## src/hw/rtl/bbf_pkg.sv

```systemverilog
package bbf_pkg;

    // Item kinds.
    localparam logic [1:0] KIND_PUSH  = 2'd0;
    localparam logic [1:0] KIND_POP   = 2'd1;
    localparam logic [1:0] KIND_CLOSE = 2'd2;

    localparam int KIND_W = 2;
    localparam int BYTE_W = 8;
    // Width of the capacity register, the pop count and the fill level.
    localparam int CNT_W  = 13;

    localparam logic [CNT_W-1:0] CAP_RESET = 13'd4096;

    // Per-transaction flags passed from the controller to the top level.
    typedef struct packed {
        logic accepted;
        logic head_valid;
        logic closed;
        logic finished;
    } status_t;

endpackage

```

## src/hw/rtl/bbf_ctrl.sv

```systemverilog
module bbf_ctrl
    import bbf_pkg::*;
#(
    parameter int DEPTH      = 4096,
    parameter int PTR_W      = 12,
    parameter int COUNT_BITS = 48
)
(
    input  logic                  clk,
    input  logic                  rst_n,
    input  logic                  cfg_wr_en,
    input  logic [CNT_W-1:0]      cfg_wr_data,
    input  logic                  item_go,
    input  logic [KIND_W-1:0]     kind,
    input  logic [BYTE_W-1:0]     data_byte,
    input  logic [CNT_W-1:0]      pop_count,
    output logic                  wr_en,
    output logic [PTR_W-1:0]      wr_addr,
    output logic [BYTE_W-1:0]     wr_data,
    output logic [PTR_W-1:0]      rd_addr,
    output logic [CNT_W-1:0]      buffered,
    output logic [CNT_W-1:0]      space_left,
    output logic [COUNT_BITS-1:0] pushed_total,
    output logic [COUNT_BITS-1:0] popped_total,
    output status_t               status
);

    localparam int DW = $clog2(DEPTH + 1);
    localparam int CW = (DW > CNT_W) ? DW : CNT_W;
    localparam int SW = ((PTR_W > CNT_W) ? PTR_W : CNT_W) + 1;

    logic [CNT_W-1:0]      cap_reg;
    logic [PTR_W-1:0]      rptr_reg,   rptr_next;
    logic [PTR_W-1:0]      wptr_reg,   wptr_next;
    logic [CNT_W-1:0]      held_reg,   held_next;
    logic [COUNT_BITS-1:0] pushed_reg, pushed_next;
    logic [COUNT_BITS-1:0] popped_reg, popped_next;
    logic                  closed_reg, closed_next;
    logic                  acc_reg,    acc_next;

    logic [CNT_W-1:0] eff_cap;
    logic [CNT_W-1:0] pop_n;
    logic [SW-1:0]    rsum;
    logic             push_ok;

    // Capacity register; the user must write it only while the block is idle, which the block does not enforce.
    always_ff @(posedge clk or negedge rst_n)
    begin
        if (!rst_n)
        begin
            cap_reg <= CAP_RESET;
        end
        else if (cfg_wr_en)
        begin
            cap_reg <= cfg_wr_data;
        end
    end

    // Effective capacity saturates at the storage depth.
    assign eff_cap = (CW'(cap_reg) > CW'(DEPTH)) ? CNT_W'(DEPTH) : cap_reg;
    assign push_ok = (kind == KIND_PUSH) && (held_reg < eff_cap);
    assign pop_n   = (pop_count < held_reg) ? pop_count : held_reg;

    // Read pointer advance with a single wrap at the depth.
    always_comb
    begin
        rsum = SW'(rptr_reg) + SW'(pop_n);
        if (rsum >= SW'(DEPTH))
        begin
            rsum = rsum - SW'(DEPTH);
        end
    end

    // Next-state logic for one transaction.
    always_comb
    begin
        rptr_next   = rptr_reg;
        wptr_next   = wptr_reg;
        held_next   = held_reg;
        pushed_next = pushed_reg;
        popped_next = popped_reg;
        closed_next = closed_reg;
        acc_next    = 1'b0;
        case (kind)
            KIND_PUSH:
            begin
                if (push_ok)
                begin
                    wptr_next   = (wptr_reg == PTR_W'(DEPTH - 1)) ? '0 : wptr_reg + 1'b1;
                    held_next   = held_reg + 1'b1;
                    pushed_next = pushed_reg + 1'b1;
                    acc_next    = 1'b1;
                end
            end
            KIND_POP:
            begin
                rptr_next   = rsum[PTR_W-1:0];
                held_next   = held_reg - pop_n;
                popped_next = popped_reg + COUNT_BITS'(pop_n);
            end
            KIND_CLOSE:
            begin
                closed_next = 1'b1;
            end
            default:
            begin
                closed_next = closed_reg;
            end
        endcase
    end

    // Stream state registers.
    always_ff @(posedge clk or negedge rst_n)
    begin
        if (!rst_n)
        begin
            rptr_reg   <= '0;
            wptr_reg   <= '0;
            held_reg   <= '0;
            pushed_reg <= '0;
            popped_reg <= '0;
            closed_reg <= 1'b0;
            acc_reg    <= 1'b0;
        end
        else if (item_go)
        begin
            rptr_reg   <= rptr_next;
            wptr_reg   <= wptr_next;
            held_reg   <= held_next;
            pushed_reg <= pushed_next;
            popped_reg <= popped_next;
            closed_reg <= closed_next;
            acc_reg    <= acc_next;
        end
    end

    // Memory requests: write the pushed byte, read the new head.
    assign wr_en   = item_go && push_ok;
    assign wr_addr = wptr_reg;
    assign wr_data = data_byte;
    assign rd_addr = rptr_next;

    // Status of the last transaction.
    assign buffered          = held_reg;
    assign space_left        = (held_reg < eff_cap) ? eff_cap - held_reg : '0;
    assign pushed_total      = pushed_reg;
    assign popped_total      = popped_reg;
    assign status.accepted   = acc_reg;
    assign status.head_valid = (held_reg != '0);
    assign status.closed     = closed_reg;
    assign status.finished   = closed_reg && (held_reg == '0);

endmodule
```

## config.mk

```make
export PLATFORM = sky130hd
export DESIGN_NAME = bbf_ctrl
export DESIGN_NICKNAME = d
export VERILOG_FILES = /design/src/hw/rtl/bbf_pkg.sv /design/src/hw/rtl/bbf_ctrl.sv
export SDC_FILE = /design/constraint.sdc
export NUM_CORES = 1
export LEC_CHECK = 0
export CAP_MARGIN = 5
export CORE_UTILIZATION = 60
export DETAILED_ROUTE_END_ITERATION = 6
export DONT_BUFFER_PORTS = 1
export PLACE_DENSITY = 0.76
export RECOVER_POWER = 50
export SYNTH_ARGS = -nofsm -noshare
export SYNTH_HDL_FRONTEND = slang
export SYNTH_SLANG_ARGS = --single-unit
export TNS_END_PERCENT = 50
```

## constraint.sdc

```tcl
create_clock -name clk -period 6.3 [get_ports clk]
set_input_delay 0.945 -clock clk [delete_from_list [all_inputs] [get_ports clk]]
set_output_delay 0.945 -clock clk [all_outputs]
set_load 0.02 [all_outputs]
```

==> qor.txt <==
Setup TNS Final: 0 ns
ANT cells: 0
RD Place Congestion: 0.889
Hold Fails Final Rpt: 0
Root buffer cell: clkbuf_16
Via count: 6943
Die height: 125 um
Vias per cell: 5.95
Synthesis Warnings: 0
Resized cells post-CTS: 0
Critical Path RT: 5.35 ns
Seq/Total Area, Yosys: 40.5%
CTS Buffer Depth: 2
Total power: 4.16 mW
TritonRoute pass-1 iters: 7
Total track usage: 27.9%
Total die area: 15700 um^2
Reg clk slew, reported paths: 0.06 ns
Failing checks: DRC
Antenna violations before repair: 0
Routed WL: 21.0 mm
Synthesized flop and latch total: 148
H-Tree Depth: 4
Wire per inst: 18.0 um
Crit Path Class: register to output port
Io pins: 199
Post-route insts no fill: 1167
Clock Latency Late Sink: 0.42 ns
Number of setup buffers added after CTS: 0
CTS Sinks: 148
DRT iter0 DRCs: 415
Worst Hold Class: primary input to asynchronous set/reset pin
Most frequent cells in the layout: dfrtp_1 (147), nand2_1 (112), xnor2_1 (75), nor2_1 (71), ha_1 (63)
Minimum clock period: 5.98 ns
Leak: 4.60 nW
Post-route DRC: 12
FMAX: 0.167 GHz
Top_reg_cell synth: dfrtp_1
Pwr/cell area: 420 nW/um^2
Setup WS pre-CTS: 0.723 ns
Syn nets: 1073
Status: finished with violations
Mapped Cells: 966
TritonCTS Buffers: 17
Nature of the critical path startpoint: register
Core Footprint: 14700 um^2
Crit path DAT: 5.03 ns
Commonest non-fill, non-tap cell in the layout: dfrtp_1
Largest net degree at the start of global routing: 149
Vias in the first global route: 6858
Slew @ Worst Pin: 0.868 ns
Post-synthesis to final-layout area growth: 8.35%
Mapped Avg Cell Area: 9.46 um^2
Final worst-path cycle share: 94.9%
Final worst slack: 0.322 ns
First-pass GRT wire length: 34.8 mm
Setup violators final: 0
Flop-to-flop setup slack: 1.13 ns
Die W: 125 um
Share of cells above drive strength 1: 9.26%
Cell depth of the worst flop-to-flop path: 19
Clk_skew: 0.0107 ns
Worst Hold Margin: 0.214 ns
Site Rows: 44
Post-placement cell count: 1135
I/O Buffers: 0
CTS tree: built
Post-Syn Area: 9140 um^2
Post-synth EDFFs: 0
Max-slew violations: 0
Congestion Overflow GR: 0
VDD IR-drop max: 0.000203 V
Max_slew headroom: 42.1%
Ys async rst share: 100%
Count of different cell masters after synthesis: 59
Hold buffer count at cts: 0
Initial Util: 62.2%
Layout Nets: 1077
RSZ-0062 raised after global routing: no
MaxCap Viol Count: 0
HPWL after DPL: 15.4 mm
CP Capture Type: output port
Antenna viol nets, final: 0
Fillers: 1148
CP Max Fanout: 9
[layer usage]
layer | GRT usage (%) | part of all wire (%) | up-vias
met5 | 0 | 0 | -
met4 | 7.82 | 1.4 | 0
met3 | 8.90 | 7.3 | 24
met2 | 47.0 | 49 | 188
met1 | 34.6 | 43 | 3352
li1 | - | - | 3379
[logic make-up (layout without fill, tap and decap cells)]
| logic type | Yosys count | after routing | synth area share [%] |
|---|---|---|---|
| multiplexers | 27 | 27 | 3.33 |
| AND/OR/NAND/NOR | 359 | 359 | 19.8 |
| XOR/XNOR | 126 | 126 | 12.1 |
| AO/OA/AOI/OAI | 168 | 168 | 11.3 |
| adder cells (fa/ha/maj) | 67 | 67 | 9.50 |
| flip-flops | 148 | 148 | 40.5 |
| buffers and inverters | 71 | 88 | 3.42 |
[worst max-delay path, stage by stage (launching register included)]
cell       delay [ns]
dfrtp_1          0.63
inv_1            0.21
ha_1             0.34
a21oi_1          0.14
o21ai_0          0.16
a2111oi_0        0.36
nor2_1           0.11
buf_4            0.19
mux2_2           0.32
ha_1             0.30
a211o_1          0.30
o211ai_1         0.11
a21oi_1          0.14
a311o_1          0.40
o31ai_1          0.29
xnor2_1          0.18
nand2_1          0.10
xnor2_1          0.17
buf_4            0.16
[layout make-up]
cell class	instances	area (um^2)	share of cell area, %
multi-input cells	747	5120	51.7
flip-flops and latches	148	3700	37.4
clock buffers	22	454	4.59
well taps	184	230	2.33
inverters	41	154	1.55
clock inverters	10	125	1.26
repair buffers	15	113	1.14
[path summary, 6_finish.rpt]
check | from | to
worst max-delay path | buffered[12] | rd_addr[11]
worst min-delay path | rst_n | rptr_reg[2]
worst max register to register | buffered[12] | popped_total[38]
worst min register to register | rptr_reg[11] | rptr_reg[11]
max in group asynchronous | rst_n | cap_reg[12]
min in group clk | rptr_reg[11] | rptr_reg[11]
[cell usage after synthesis (3+ instances only)]
| master | count | share of area, % |
|---|---|---|
| dfrtp_1 | 147 | 40 |
| nand2_1 | 112 | 4.6 |
| xnor2_1 | 75 | 7.2 |
| nor2_1 | 71 | 2.9 |
| ha_1 | 63 | 8.6 |
| o21ai_0 | 61 | 3.3 |
| xor2_1 | 51 | 4.9 |
| inv_1 | 40 | 1.6 |
| a21oi_1 | 39 | 2.1 |
| nand3_1 | 33 | 1.8 |
| mux2_2 | 27 | 3.3 |
| nand4_1 | 23 | 1.6 |
| nor3_1 | 23 | 1.3 |
| and3_1 | 21 | 1.4 |
| nor2b_1 | 20 | 1.4 |
| clkbuf_1 | 17 | 0.70 |
| a21o_1 | 13 | 1.1 |
| buf_4 | 10 | 0.82 |
| nand2b_1 | 10 | 0.68 |
| o31ai_1 | 10 | 0.82 |
| o21a_1 | 9 | 0.74 |
| a31oi_1 | 8 | 0.55 |
| and4_1 | 8 | 0.77 |
| nor3_2 | 7 | 0.77 |
| nor4_1 | 5 | 0.34 |
| or2_2 | 5 | 0.34 |
| and2_1 | 4 | 0.27 |
| fa_1 | 4 | 0.88 |
| o211ai_1 | 4 | 0.33 |
| or4_1 | 4 | 0.33 |
| a21boi_0 | 3 | 0.25 |
| a31o_2 | 3 | 0.29 |
| nor3b_1 | 3 | 0.25 |
| or3_1 | 3 | 0.21 |
[through the flow]
| step | util (%) | instance area [um^2] |
|---|---|---|
| CTS | 67.4 | 9900 |
| finish | 67.4 | 9900 |
| global route | 67.4 | 9900 |
| floorplan | - | 9140 |
| detailed placement | 63.4 | 9320 |
| global placement | 63.4 | 9320 |
[report_power, final]
part	internal [mW]	switching, mW
logic	0.755	1.02
clock network	0.597	0.408
registers	1.09	0.289
total	2.44	1.72
Note: power is estimated with default switching activity, not from simulation.
